**src/rtl/core/itcf_pkg.sv**
```systemverilog
// -----------------------------------------------------------------------------
// itcf_pkg
// Types, widths, register codes and the CORDIC arctangent table of the
// tilt complementary filter.
// -----------------------------------------------------------------------------
package itcf_pkg;

  // configuration register indexes
  localparam logic [7:0] CFG_BLEND_WEIGHT = 8'd0;
  localparam logic [7:0] CFG_GYRO_X_BIAS  = 8'd1;
  localparam logic [7:0] CFG_GYRO_Y_BIAS  = 8'd2;
  localparam logic [7:0] CFG_GYRO_CPD     = 8'd3;

  localparam logic [15:0] BLEND_WEIGHT_RST = 16'd62915;
  localparam logic [15:0] GYRO_CPD_RST     = 16'd131;

  // CORDIC datapath widths
  localparam int unsigned CW     = 27;       // x / y
  localparam int unsigned ZW     = 27;       // angle, Q16 degrees
  localparam int unsigned ACC_W  = ZW - 8;   // angle, 1/256 degree
  localparam logic signed [ZW-1:0] Z_HALF_TURN = 27'sd11796480;

  // integer square root
  localparam int unsigned RAD_W  = 48;
  localparam int unsigned ROOT_W = RAD_W / 2;

  // gyro increment divider
  localparam int unsigned NUM_W = 41;
  localparam int unsigned DEN_W = 26;

  // shared multiplier operands
  localparam int unsigned MA_W = 18;
  localparam int unsigned MB_W = 34;
  localparam int unsigned MP_W = MA_W + MB_W;

  typedef enum logic [4:0] {
    ST_IDLE,
    ST_SQ_A,
    ST_SQ_B,
    ST_SQRT_GO,
    ST_DEN,
    ST_DIVY_GO,
    ST_DIVY_WAIT,
    ST_MULX,
    ST_DIVX_GO,
    ST_DIVX_WAIT,
    ST_CR_GO,
    ST_CR_WAIT,
    ST_CP_GO,
    ST_CP_WAIT,
    ST_BR_A,
    ST_BR_B,
    ST_BR_C,
    ST_BP_A,
    ST_BP_B,
    ST_BP_C,
    ST_OUT
  } state_e;

  // atan(2^-i) in degrees, Q16
  function automatic logic signed [ZW-1:0] atan_q16(input logic [4:0] i);
    logic signed [ZW-1:0] v;
    unique case (i)
      5'd0:  v = 27'sd2949120;
      5'd1:  v = 27'sd1740967;
      5'd2:  v = 27'sd919879;
      5'd3:  v = 27'sd466945;
      5'd4:  v = 27'sd234379;
      5'd5:  v = 27'sd117304;
      5'd6:  v = 27'sd58666;
      5'd7:  v = 27'sd29335;
      5'd8:  v = 27'sd14668;
      5'd9:  v = 27'sd7334;
      5'd10: v = 27'sd3667;
      5'd11: v = 27'sd1833;
      5'd12: v = 27'sd917;
      5'd13: v = 27'sd458;
      5'd14: v = 27'sd229;
      5'd15: v = 27'sd115;
      5'd16: v = 27'sd57;
      5'd17: v = 27'sd29;
      5'd18: v = 27'sd14;
      5'd19: v = 27'sd7;
      5'd20: v = 27'sd4;
      5'd21: v = 27'sd2;
      5'd22: v = 27'sd1;
      default: v = '0;
    endcase
    return v;
  endfunction

endpackage

```
**src/rtl/core/itcf_ifs.sv**
```systemverilog
// -----------------------------------------------------------------------------
// itcf_ifs
// Valid/ready channels of the tilt filter: sample in, angles out, config.
// -----------------------------------------------------------------------------
interface itcf_sample_if;
  logic               valid;
  logic               ready;
  logic signed [15:0] accel_x;
  logic signed [15:0] accel_y;
  logic signed [15:0] accel_z;
  logic signed [15:0] gyro_x;
  logic signed [15:0] gyro_y;
  logic        [15:0] elapsed_ms;

  modport source (output valid, accel_x, accel_y, accel_z, gyro_x, gyro_y, elapsed_ms,
                  input ready);
  modport sink   (input valid, accel_x, accel_y, accel_z, gyro_x, gyro_y, elapsed_ms,
                  output ready);
endinterface

interface itcf_result_if;
  logic               valid;
  logic               ready;
  logic signed [23:0] roll_angle;
  logic signed [23:0] pitch_angle;

  modport source (output valid, roll_angle, pitch_angle, input ready);
  modport sink   (input valid, roll_angle, pitch_angle, output ready);
endinterface

interface itcf_cfg_if;
  logic        valid;
  logic        ready;
  logic [7:0]  index;
  logic [15:0] data;

  modport source (output valid, index, data, input ready);
  modport sink   (input valid, index, data, output ready);
endinterface

```
**src/rtl/core/itcf_sqrt.sv**
```systemverilog
// -----------------------------------------------------------------------------
// itcf_sqrt
// Floor integer square root, one result bit per cycle.
// -----------------------------------------------------------------------------
module itcf_sqrt (
  input  logic                          clk_i,
  input  logic                          rst_ni,
  input  logic                          start_i,
  input  logic [itcf_pkg::RAD_W-1:0]    rad_i,
  output logic                          done_o,
  output logic [itcf_pkg::ROOT_W-1:0]   root_o
);
  import itcf_pkg::*;

  localparam int unsigned CNT_W = $clog2(ROOT_W);
  localparam int unsigned REM_W = ROOT_W + 2;

  logic                busy_q, done_q;
  logic [CNT_W-1:0]    cnt_q;
  logic [RAD_W-1:0]    rad_q;
  logic [REM_W-1:0]    rem_q;
  logic [ROOT_W-1:0]   root_q;
  logic [REM_W+1:0]    r2, trial;
  logic                fits;

  assign r2    = {rem_q, rad_q[RAD_W-1 -: 2]};
  assign trial = {2'b00, root_q, 2'b01};
  assign fits  = r2 >= trial;

  always_ff @(posedge clk_i or negedge rst_ni) begin
    if (!rst_ni) begin
      busy_q <= 1'b0;
      done_q <= 1'b0;
      cnt_q  <= '0;
    end else begin
      done_q <= 1'b0;
      if (start_i) begin
        busy_q <= 1'b1;
        cnt_q  <= '0;
      end else if (busy_q) begin
        cnt_q <= cnt_q + 1'b1;
        if (cnt_q == CNT_W'(ROOT_W - 1)) begin
          busy_q <= 1'b0;
          done_q <= 1'b1;
        end
      end
    end
  end

  always_ff @(posedge clk_i) begin
    if (start_i) begin
      rad_q  <= rad_i;
      rem_q  <= '0;
      root_q <= '0;
    end else if (busy_q) begin
      rad_q  <= {rad_q[RAD_W-3:0], 2'b00};
      rem_q  <= fits ? REM_W'(r2 - trial) : REM_W'(r2);
      root_q <= {root_q[ROOT_W-2:0], fits};
    end
  end

  assign done_o = done_q;
  assign root_o = root_q;

endmodule

```
**src/rtl/core/itcf_div.sv**
```systemverilog
// -----------------------------------------------------------------------------
// itcf_div
// Unsigned restoring divider, one quotient bit per cycle.
// -----------------------------------------------------------------------------
module itcf_div (
  input  logic                        clk_i,
  input  logic                        rst_ni,
  input  logic                        start_i,
  input  logic [itcf_pkg::NUM_W-1:0]  num_i,
  input  logic [itcf_pkg::DEN_W-1:0]  den_i,
  output logic                        done_o,
  output logic [itcf_pkg::NUM_W-1:0]  quot_o
);
  import itcf_pkg::*;

  localparam int unsigned CNT_W = $clog2(NUM_W);

  logic               busy_q, done_q;
  logic [CNT_W-1:0]   cnt_q;
  logic [NUM_W-1:0]   num_q;
  logic [DEN_W-1:0]   den_q;
  logic [DEN_W-1:0]   rem_q;
  logic [DEN_W:0]     trial;
  logic               fits;

  assign trial = {rem_q, num_q[NUM_W-1]};
  assign fits  = trial >= {1'b0, den_q};

  always_ff @(posedge clk_i or negedge rst_ni) begin
    if (!rst_ni) begin
      busy_q <= 1'b0;
      done_q <= 1'b0;
      cnt_q  <= '0;
    end else begin
      done_q <= 1'b0;
      if (start_i) begin
        busy_q <= 1'b1;
        cnt_q  <= '0;
      end else if (busy_q) begin
        cnt_q <= cnt_q + 1'b1;
        if (cnt_q == CNT_W'(NUM_W - 1)) begin
          busy_q <= 1'b0;
          done_q <= 1'b1;
        end
      end
    end
  end

  // quotient bits shift in where numerator bits leave
  always_ff @(posedge clk_i) begin
    if (start_i) begin
      num_q <= num_i;
      den_q <= den_i;
      rem_q <= '0;
    end else if (busy_q) begin
      rem_q <= fits ? DEN_W'(trial - {1'b0, den_q}) : trial[DEN_W-1:0];
      num_q <= {num_q[NUM_W-2:0], fits};
    end
  end

  assign done_o = done_q;
  assign quot_o = num_q;

endmodule

```
**src/rtl/core/itcf_cordic.sv**
```systemverilog
// -----------------------------------------------------------------------------
// itcf_cordic
// Vectoring CORDIC atan2(y, x), one micro-rotation per cycle, result in
// 1/256 degree rounded half up.
// -----------------------------------------------------------------------------
module itcf_cordic #(
  parameter int unsigned STEPS = 16
) (
  input  logic                              clk_i,
  input  logic                              rst_ni,
  input  logic                              start_i,
  input  logic signed [itcf_pkg::CW-1:0]    y_i,
  input  logic signed [itcf_pkg::CW-1:0]    x_i,
  output logic                              done_o,
  output logic signed [itcf_pkg::ACC_W-1:0] angle_o
);
  import itcf_pkg::*;

  localparam int unsigned CNT_W = $clog2(STEPS);

  logic                 busy_q, done_q, zero_q;
  logic [CNT_W-1:0]     cnt_q;
  logic signed [CW-1:0] x_q, y_q, xs, ys;
  logic signed [ZW-1:0] z_q, z_rnd;

  assign xs = x_q >>> cnt_q;
  assign ys = y_q >>> cnt_q;

  always_ff @(posedge clk_i or negedge rst_ni) begin
    if (!rst_ni) begin
      busy_q <= 1'b0;
      done_q <= 1'b0;
      cnt_q  <= '0;
    end else begin
      done_q <= 1'b0;
      if (start_i) begin
        busy_q <= 1'b1;
        cnt_q  <= '0;
      end else if (busy_q) begin
        cnt_q <= cnt_q + 1'b1;
        if (cnt_q == CNT_W'(STEPS - 1)) begin
          busy_q <= 1'b0;
          done_q <= 1'b1;
        end
      end
    end
  end

  always_ff @(posedge clk_i) begin
    if (start_i) begin
      zero_q <= (x_i == '0) && (y_i == '0);
      // left half plane: turn the vector by a half turn first
      if (x_i[CW-1]) begin
        x_q <= -x_i;
        y_q <= -y_i;
        z_q <= y_i[CW-1] ? -Z_HALF_TURN : Z_HALF_TURN;
      end else begin
        x_q <= x_i;
        y_q <= y_i;
        z_q <= '0;
      end
    end else if (busy_q) begin
      if (!y_q[CW-1]) begin
        x_q <= x_q + ys;
        y_q <= y_q - xs;
        z_q <= z_q + atan_q16(5'(cnt_q));
      end else begin
        x_q <= x_q - ys;
        y_q <= y_q + xs;
        z_q <= z_q - atan_q16(5'(cnt_q));
      end
    end
  end

  assign z_rnd   = z_q + ZW'(128);
  assign done_o  = done_q;
  assign angle_o = zero_q ? '0 : z_rnd[ZW-1:8];

endmodule

```
**src/rtl/core/imu_tilt_complementary_filter.sv**
```systemverilog
// After a sample is accepted, no new sample is taken until its result is loaded into the
// output register; the two gyro divisions and the two CORDIC runs use the shared units one
// after another. Ready is high only when idle.
// A finished result waits in an output register while the next sample is taken.
// Reset: estimates clear to zero, registers take their defaults, no result pending.
// -----------------------------------------------------------------------------
// imu_tilt_complementary_filter
// Roll/pitch complementary filter: CORDIC accelerometer tilt blended with
// integrated, bias-corrected gyro rates under a step sequencer.
// -----------------------------------------------------------------------------
module imu_tilt_complementary_filter #(
  parameter int unsigned CORDIC_STEPS = 16,
  parameter int unsigned ANGLE_WIDTH  = 24
) (
  input  logic          clk_i,
  input  logic          rst_ni,
  itcf_sample_if.sink   sample_i,
  itcf_result_if.source result_o,
  itcf_cfg_if.sink      cfg_i
);
  import itcf_pkg::*;

  localparam int unsigned AW  = ANGLE_WIDTH;
  localparam int unsigned SW  = MP_W + 1;   // blend sum
  localparam int unsigned SHW = SW - 16;    // blend sum after the Q16 shift

  state_e state_q, state_d;

  // config
  logic [15:0]        blend_q, cpd_q;
  logic signed [15:0] gxb_q, gyb_q;

  // estimates
  logic signed [AW-1:0] roll_q, pitch_q, roll_d, pitch_d;

  // sample
  logic signed [15:0] ax_q, ay_q, az_q;
  logic [15:0]        dt_q, magx_q, magy_q;
  logic               negx_q, negy_q;
  logic signed [16:0] dx, dy, dx_n, dy_n;

  // shared multiplier
  logic signed [MA_W-1:0] mul_a;
  logic signed [MB_W-1:0] mul_b;
  logic signed [MP_W-1:0] prod_q, t_q;
  logic [DEN_W-1:0]       den_q;

  logic signed [32:0]     incx_q, incy_q, inc_new;
  logic signed [ACC_W-1:0] accr_q, accp_q;

  // unit hookups
  logic                    sqrt_start, sqrt_done, sqrt_seen_q;
  logic [ROOT_W-1:0]       root;
  logic                    div_start, div_done;
  logic [NUM_W-1:0]        div_num, quot;
  logic                    cor_start, cor_done;
  logic signed [CW-1:0]    cor_y, cor_x, ax_e, ay_e, az_e;
  logic signed [ACC_W-1:0] cor_angle;

  logic signed [SW-1:0]  bsum;
  logic signed [SHW-1:0] bsh;
  logic                  in_acc, out_load;
  logic [15:0]           cpd_eff;
  logic [31:0]           mag2;

  function automatic logic signed [AW-1:0] sat_aw(input logic signed [SHW-1:0] v);
    logic signed [SHW-1:0] hi, lo;
    hi = $signed({{(SHW-AW+1){1'b0}}, {(AW-1){1'b1}}});
    lo = ~hi;
    if (v > hi) return hi[AW-1:0];
    if (v < lo) return lo[AW-1:0];
    return v[AW-1:0];
  endfunction

  function automatic logic signed [23:0] sat24(input logic signed [AW-1:0] v);
    logic signed [SHW-1:0] ve, hi, lo;
    ve = SHW'(v);
    hi = $signed({{(SHW-23){1'b0}}, {23{1'b1}}});
    lo = ~hi;
    if (ve > hi) return hi[23:0];
    if (ve < lo) return lo[23:0];
    return ve[23:0];
  endfunction

  assign in_acc         = sample_i.valid && sample_i.ready;
  assign sample_i.ready = (state_q == ST_IDLE);
  assign cfg_i.ready    = 1'b1;

  assign dx   = 17'(sample_i.gyro_x) - 17'(gxb_q);
  assign dy   = 17'(sample_i.gyro_y) - 17'(gyb_q);
  assign dx_n = -dx;
  assign dy_n = -dy;

  assign cpd_eff = (cpd_q == '0) ? 16'd1 : cpd_q;
  assign mag2    = t_q[31:0] + prod_q[31:0];
  assign div_num = NUM_W'({prod_q[31:0], 8'h00}) + NUM_W'(den_q[DEN_W-1:1]);
  assign inc_new = {1'b0, quot[31:0]};
  assign ax_e    = CW'(ax_q);
  assign ay_e    = CW'(ay_q);
  assign az_e    = CW'(az_q);

  assign bsum = SW'(t_q) + SW'(prod_q) + SW'(32768);
  assign bsh  = bsum[SW-1:16];

  always_ff @(posedge clk_i or negedge rst_ni) begin
    if (!rst_ni) begin
      state_q <= ST_IDLE;
      blend_q <= BLEND_WEIGHT_RST;
      gxb_q   <= '0;
      gyb_q   <= '0;
      cpd_q   <= GYRO_CPD_RST;
      roll_q  <= '0;
      pitch_q <= '0;
    end else begin
      state_q <= state_d;
      roll_q  <= roll_d;
      pitch_q <= pitch_d;
      if (cfg_i.valid) begin
        unique case (cfg_i.index)
          CFG_BLEND_WEIGHT: blend_q <= cfg_i.data;
          CFG_GYRO_X_BIAS:  gxb_q   <= $signed(cfg_i.data);
          CFG_GYRO_Y_BIAS:  gyb_q   <= $signed(cfg_i.data);
          CFG_GYRO_CPD:     cpd_q   <= cfg_i.data;
          default: ;
        endcase
      end
    end
  end

  always_ff @(posedge clk_i) begin
    prod_q <= mul_a * mul_b;
    if (in_acc) begin
      ax_q   <= sample_i.accel_x;
      ay_q   <= sample_i.accel_y;
      az_q   <= sample_i.accel_z;
      dt_q   <= sample_i.elapsed_ms;
      negx_q <= dx[16];
      negy_q <= dy[16];
      magx_q <= dx[16] ? dx_n[15:0] : dx[15:0];
      magy_q <= dy[16] ? dy_n[15:0] : dy[15:0];
    end
    if (state_q == ST_SQ_B || state_q == ST_BR_B || state_q == ST_BP_B) t_q <= prod_q;
    if (state_q == ST_DEN) den_q <= prod_q[DEN_W-1:0];
    if (state_q == ST_DIVY_WAIT && div_done) incy_q <= negy_q ? -inc_new : inc_new;
    if (state_q == ST_DIVX_WAIT && div_done) incx_q <= negx_q ? -inc_new : inc_new;
    if (state_q == ST_CR_WAIT && cor_done) accr_q <= cor_angle;
    if (state_q == ST_CP_WAIT && cor_done) accp_q <= cor_angle;
  end

  always_comb begin
    state_d    = state_q;
    mul_a      = '0;
    mul_b      = '0;
    sqrt_start = 1'b0;
    div_start  = 1'b0;
    cor_start  = 1'b0;
    cor_y      = '0;
    cor_x      = '0;
    out_load   = 1'b0;
    roll_d     = roll_q;
    pitch_d    = pitch_q;
    unique case (state_q)
      ST_IDLE: begin
        if (in_acc) state_d = ST_SQ_A;
      end
      ST_SQ_A: begin
        mul_a   = MA_W'(ax_q);
        mul_b   = MB_W'(ax_q);
        state_d = ST_SQ_B;
      end
      ST_SQ_B: begin
        mul_a   = MA_W'(az_q);
        mul_b   = MB_W'(az_q);
        state_d = ST_SQRT_GO;
      end
      ST_SQRT_GO: begin
        sqrt_start = 1'b1;
        mul_a      = $signed({2'b00, cpd_eff});
        mul_b      = MB_W'(1000);
        state_d    = ST_DEN;
      end
      ST_DEN: begin
        mul_a   = $signed({2'b00, magy_q});
        mul_b   = $signed({18'd0, dt_q});
        state_d = ST_DIVY_GO;
      end
      ST_DIVY_GO: begin
        div_start = 1'b1;
        state_d   = ST_DIVY_WAIT;
      end
      ST_DIVY_WAIT: begin
        if (div_done) state_d = ST_MULX;
      end
      ST_MULX: begin
        mul_a   = $signed({2'b00, magx_q});
        mul_b   = $signed({18'd0, dt_q});
        state_d = ST_DIVX_GO;
      end
      ST_DIVX_GO: begin
        div_start = 1'b1;
        state_d   = ST_DIVX_WAIT;
      end
      ST_DIVX_WAIT: begin
        if (div_done) state_d = ST_CR_GO;
      end
      ST_CR_GO: begin
        cor_start = 1'b1;
        cor_y     = -(ax_e <<< 8);
        cor_x     = az_e <<< 8;
        state_d   = ST_CR_WAIT;
      end
      ST_CR_WAIT: begin
        if (cor_done) state_d = ST_CP_GO;
      end
      ST_CP_GO: begin
        // root normally finished long ago, it ran during the divisions
        if (sqrt_seen_q) begin
          cor_start = 1'b1;
          cor_y     = ay_e <<< 8;
          cor_x     = $signed(CW'(root));
          state_d   = ST_CP_WAIT;
        end
      end
      ST_CP_WAIT: begin
        if (cor_done) state_d = ST_BR_A;
      end
      ST_BR_A: begin
        mul_a   = $signed({2'b00, blend_q});
        mul_b   = MB_W'(roll_q) + MB_W'(incy_q);
        state_d = ST_BR_B;
      end
      ST_BR_B: begin
        mul_a   = MA_W'(65536) - $signed({2'b00, blend_q});
        mul_b   = MB_W'(accr_q);
        state_d = ST_BR_C;
      end
      ST_BR_C: begin
        roll_d  = sat_aw(bsh);
        state_d = ST_BP_A;
      end
      ST_BP_A: begin
        mul_a   = $signed({2'b00, blend_q});
        mul_b   = MB_W'(pitch_q) + MB_W'(incx_q);
        state_d = ST_BP_B;
      end
      ST_BP_B: begin
        mul_a   = MA_W'(65536) - $signed({2'b00, blend_q});
        mul_b   = MB_W'(accp_q);
        state_d = ST_BP_C;
      end
      ST_BP_C: begin
        pitch_d = sat_aw(bsh);
        state_d = ST_OUT;
      end
      ST_OUT: begin
        if (!result_o.valid || result_o.ready) begin
          out_load = 1'b1;
          state_d  = ST_IDLE;
        end
      end
      default: state_d = ST_IDLE;
    endcase
  end

  // output word register
  always_ff @(posedge clk_i or negedge rst_ni) begin
    if (!rst_ni) begin
      result_o.valid <= 1'b0;
    end else if (out_load) begin
      result_o.valid <= 1'b1;
    end else if (result_o.ready) begin
      result_o.valid <= 1'b0;
    end
  end

  always_ff @(posedge clk_i) begin
    if (out_load) begin
      result_o.roll_angle  <= sat24(roll_q);
      result_o.pitch_angle <= sat24(pitch_q);
    end
  end

  itcf_sqrt u_sqrt (
    .clk_i   (clk_i),
    .rst_ni  (rst_ni),
    .start_i (sqrt_start),
    .rad_i   ({mag2, 16'h0000}),
    .done_o  (sqrt_done),
    .root_o  (root)
  );

  itcf_div u_div (
    .clk_i   (clk_i),
    .rst_ni  (rst_ni),
    .start_i (div_start),
    .num_i   (div_num),
    .den_i   (den_q),
    .done_o  (div_done),
    .quot_o  (quot)
  );

  itcf_cordic #(
    .STEPS (CORDIC_STEPS)
  ) u_cordic (
    .clk_i   (clk_i),
    .rst_ni  (rst_ni),
    .start_i (cor_start),
    .y_i     (cor_y),
    .x_i     (cor_x),
    .done_o  (cor_done),
    .angle_o (cor_angle)
  );

  // root ready flag: cleared on start, set when the root is done
  always_ff @(posedge clk_i or negedge rst_ni) begin
    if (!rst_ni) begin
      sqrt_seen_q <= 1'b0;
    end else if (sqrt_start || sqrt_done) begin
      sqrt_seen_q <= sqrt_done;
    end
  end

endmodule

```
**src/flat_wrapper.sv**
```systemverilog
// flat-port wrapper written by rule: the top's interface ports become plain ports
module imu_tilt_complementary_filter_flat import itcf_pkg::*;
#(
  parameter int unsigned CORDIC_STEPS = 16,
  parameter int unsigned ANGLE_WIDTH  = 24
)
  (clk_i, rst_ni, sample_i_valid, sample_i_accel_x, sample_i_accel_y, sample_i_accel_z, sample_i_gyro_x, sample_i_gyro_y, sample_i_elapsed_ms, sample_i_ready, result_o_valid, result_o_roll_angle, result_o_pitch_angle, result_o_ready, cfg_i_valid, cfg_i_index, cfg_i_data, cfg_i_ready);
  itcf_sample_if sample_i_i ();
  itcf_result_if result_o_i ();
  itcf_cfg_if cfg_i_i ();
  input  logic clk_i;
  input  logic rst_ni;
  input wire logic [$bits(sample_i_i.valid)-1:0] sample_i_valid;
  input wire logic [$bits(sample_i_i.accel_x)-1:0] sample_i_accel_x;
  input wire logic [$bits(sample_i_i.accel_y)-1:0] sample_i_accel_y;
  input wire logic [$bits(sample_i_i.accel_z)-1:0] sample_i_accel_z;
  input wire logic [$bits(sample_i_i.gyro_x)-1:0] sample_i_gyro_x;
  input wire logic [$bits(sample_i_i.gyro_y)-1:0] sample_i_gyro_y;
  input wire logic [$bits(sample_i_i.elapsed_ms)-1:0] sample_i_elapsed_ms;
  output wire logic [$bits(sample_i_i.ready)-1:0] sample_i_ready;
  output wire logic [$bits(result_o_i.valid)-1:0] result_o_valid;
  output wire logic [$bits(result_o_i.roll_angle)-1:0] result_o_roll_angle;
  output wire logic [$bits(result_o_i.pitch_angle)-1:0] result_o_pitch_angle;
  input wire logic [$bits(result_o_i.ready)-1:0] result_o_ready;
  input wire logic [$bits(cfg_i_i.valid)-1:0] cfg_i_valid;
  input wire logic [$bits(cfg_i_i.index)-1:0] cfg_i_index;
  input wire logic [$bits(cfg_i_i.data)-1:0] cfg_i_data;
  output wire logic [$bits(cfg_i_i.ready)-1:0] cfg_i_ready;
  assign sample_i_i.valid = sample_i_valid;
  assign sample_i_i.accel_x = sample_i_accel_x;
  assign sample_i_i.accel_y = sample_i_accel_y;
  assign sample_i_i.accel_z = sample_i_accel_z;
  assign sample_i_i.gyro_x = sample_i_gyro_x;
  assign sample_i_i.gyro_y = sample_i_gyro_y;
  assign sample_i_i.elapsed_ms = sample_i_elapsed_ms;
  assign sample_i_ready = sample_i_i.ready;
  assign result_o_valid = result_o_i.valid;
  assign result_o_roll_angle = result_o_i.roll_angle;
  assign result_o_pitch_angle = result_o_i.pitch_angle;
  assign result_o_i.ready = result_o_ready;
  assign cfg_i_i.valid = cfg_i_valid;
  assign cfg_i_i.index = cfg_i_index;
  assign cfg_i_i.data = cfg_i_data;
  assign cfg_i_ready = cfg_i_i.ready;
  imu_tilt_complementary_filter #(.CORDIC_STEPS(CORDIC_STEPS), .ANGLE_WIDTH(ANGLE_WIDTH)) u_core (.clk_i(clk_i), .rst_ni(rst_ni), .sample_i(sample_i_i), .result_o(result_o_i), .cfg_i(cfg_i_i));
endmodule
```
**config.mk**
```make
export PLATFORM = sky130hd
export DESIGN_NAME = imu_tilt_complementary_filter_flat
export DESIGN_NICKNAME = d
export VERILOG_FILES = /design/src/rtl/core/itcf_pkg.sv /design/src/rtl/core/itcf_ifs.sv /design/src/rtl/core/itcf_sqrt.sv /design/src/rtl/core/itcf_div.sv /design/src/rtl/core/itcf_cordic.sv /design/src/rtl/core/imu_tilt_complementary_filter.sv /design/src/flat_wrapper.sv
export SDC_FILE = /design/constraint.sdc
export NUM_CORES = 2
export LEC_CHECK = 0
export BUFFER_PORTS_ARGS = -buffer_cell sky130_fd_sc_hd__buf_2
export CAP_MARGIN = 25
export CORE_MARGIN = 2
export CORE_UTILIZATION = 50
export CTS_CLUSTER_SIZE = 24
export DETAILED_ROUTE_END_ITERATION = 6
export PLACE_DENSITY = 0.75
export SYNTH_ARGS = -nofsm -noshare
export SYNTH_HDL_FRONTEND = slang
export SYNTH_SLANG_ARGS = --single-unit
```
**constraint.sdc**
```tcl
create_clock -name clk_i -period 10.9 [get_ports clk_i]
set_input_delay 0.545 -clock clk_i [delete_from_list [all_inputs] [get_ports clk_i]]
set_output_delay 0.545 -clock clk_i [all_outputs]
set_load 0.005 [all_outputs]
```
==> qor.csv <==
metric,value,unit
rows,139,
fin_setup_tns,0,ns
cts.sinks,777,
ys_ff_latch,777,
synth.avg_cell_area,9.45,um^2
grt_pass1_vias,57600,
grt_pass1_wl,332000,um
synth_seq_area_share,29.5,%
drive_above_1_share,8.84,%
yosysWarnings,0,
min-delay-start,sample_i_accel_x[10],
min_to,u_core.ax_q[10],
path_max_fanout,18,
p_per_area,82.0,nW/um^2
finalHoldViolCount,0,
grt-ovfl-total,0,
routed_wl,216000,um
critPathKind,register to register,
syn-instance-count,7672,
cpMaxStageDelayCell,a221oi_1,
rsz0062_at_grt,no,
dp.cells,9525,
cts_root_buf,clkbuf_16,
dieArea,148000,um^2
finish.net_count,8996,
placed_cell_area,75600,um^2
io_pins,176,
io_buffer_count,174,
irDropWorstVdd,0.000140,V
max_cap_viol_count,0,
min_path_cells,1,
post_cts.repair.setup_buffers,0,
clk_transition_reported_paths,0.06,ns
rr_worst_depth,37,
die_w,385,um
htree_levels,3,
drc,6,
tightest_slew,0.987,ns
crit_required,11.47,ns
fmax,96.7,MHz
fin_cells,9730,
p_leak,33.7,nW
setup_viol,0,
timing.reg2reg.setup_slack,0.56,ns
route.vias.total,57900,
dp_hpwl,169000,um
ant_nets,0,
drt_iter0_drc,5959,
slowest_delay,0.76,ns
antenna_found_initial,9,
insertion_delay,0.71,ns
period_share,94.9,%
cp_data_arrival_time,10.91,ns
track_usage,29.0,%
wl_per_cell,22.2,um
viasPerCell,5.96,
ys_async_sr_fraction,18.0,%
hold_class,input pin to register,
reg2reg_from,u_core.pitch_q[0],
reg2reg_to,u_core.prod_q[51],
ys_types,105,
start_kind,register,
die_h,385,um
layout_common_cells,"inv_1, nand2_1, nor2_1",
violations,design-rule violations,
initial_utilization,50.4,%
end_kind,register,
fin_crit,10.34,ns
grt_max_degree,84,
relSlewSlack,33.3,%
cts_made_buffers,84,
layout.cells.most_common,inv_1,
syn_area,72500,um^2
core_area,144000,um^2
cts_tree,done,
fin_area,78900,um^2
synth_ff_type,edfxtp_1,
gp_congestion,1.01,
area_growth,8.77,%
dr.pass1.iters,7,
finalPower,6.47,mW
slew_violations,0,
cts_buffer_depth,3,
synth_edf_count,509,
finClkSkew,0.0412,ns
hold_ws,0.0344,ns
outcome,finished with violations,
cp_common_cell,fa_1,
==> worst max path at each step <==
stage | startpoint | end | slack [ns]
detailed placement | u_core.pitch_q[0] | u_core.prod_q[51] | 0.71
global route | u_core.incx_q[0] | u_core.prod_q[51] | 0.06
CTS | u_core.pitch_q[0] | u_core.prod_q[51] | 0.68
floorplan | u_core.incy_q[1] | u_core.prod_q[50] | 2.02
finish | u_core.pitch_q[0] | u_core.prod_q[51] | 0.56
global placement | u_core.pitch_q[0] | u_core.prod_q[49] | 0.78
==> metrics by stage <==
stage / utilization (%) / worst slack (ns)
2_1_floorplan: - / 2.02
3_3_place_gp: 52.5 / 0.776
3_5_place_dp: 52.5 / 0.711
4_1_cts: 54.8 / 0.676
5_1_grt: 54.8 / 0.0619
6_report: 54.8 / 0.557
==> logic make-up after synthesis <==
| family | synth area share [%] |
|---|---|
| and+or+nand+nor | 14.2 |
| AOI/OAI and AO/OA | 13.5 |
| buffers and inverters | 6.40 |
| adders and majority gates | 25.7 |
| DFF | 29.5 |
| xor gates and xnor gates | 6.50 |
| muxes | 4.20 |
| other | 0.0104 |
==> state kept, by name (all words and copies together) (netlist names), 19 cells and up <==
signal / flops
u_core.prod_q: 52
u_core.t_q: 52
u_core.u_div.quot_o: 41
u_core.incx_q: 33
u_core.incy_q: 33
u_core.u_sqrt.rad_q: 32
u_core.u_cordic.x_q: 27
u_core.u_cordic.y_q: 27
u_core.u_cordic.z_q: 27
u_core.den_q: 26
u_core.u_div.den_q: 26
u_core.u_div.rem_q: 26
u_core.u_sqrt.rem_q: 26
u_core.pitch_q: 24
u_core.result_o.pitch_angle: 24
u_core.result_o.roll_angle: 24
u_core.roll_q: 24
u_core.u_sqrt.root_o: 24
u_core.accp_q: 19
u_core.accr_q: 19
==> timing repair <==
item / 4_1_cts / 5_1_grt
hold buffers: 44 / 0
endpoints found under the hold margin: 110 / 0
gates resized for setup: 0 / 1
endpoints found under the setup margin: 0 / 1
==> synthesized netlist by cell type, types with 127 or more instances <==
cell      number  area, um^2
o21ai_0      364        1820
a21o_1       135        1010
clkbuf_1     292        1100
dfrtp_1      127        3180
fa_1         624       12500
dfxtp_1      128        2560
xnor2_1      349        3060
nand2_1      822        3090
edfxtp_1     509       15300
a21oi_1      385        1930
nor2_1       654        2450
ha_1         493        6170
xor2_1       189        1660
inv_1        861        3230
==> per-layer routing <==
| layer | routed length [um] | vias to the layer above | GRT usage (%) |
|---|---|---|---|
| met5 | 39 | - | 0 |
| met4 | 9250 | 6 | 11.1 |
| met3 | 20100 | 480 | 5.15 |
| met2 | 98100 | 2721 | 46.7 |
| met1 | 88200 | 28500 | 39.0 |
| li1 | - | 26300 | - |
==> worst max-delay path, delay by kind of cell, from the launching register on <==
family,cells,cell delay [ns]
xor gates and xnor gates,2,0.37
and+or+nand+nor,6,0.84
buffers and inverters,5,0.66
adders and majority gates,9,3.94
AOI/OAI and AO/OA,15,4.00
DFF,1,0.40
==> power breakdown <==
part           switching [mW]  internal (mW)
clock network            1.30           1.64
logic                   0.200          0.145
registers              0.0219           3.15
==> cell type report <==
type                    instances  area (um^2)
diodes                          2         5.00
repair buffers                331         2190
flip-flops and latches        777        21400
fillers                     12500        64900
inverters                     866         3250
multi-input cells            5694        46900
well taps                    1903         2380
clock inverters                54          567
clock buffers                 103         2250
Power figures use the tool's default switching activity.
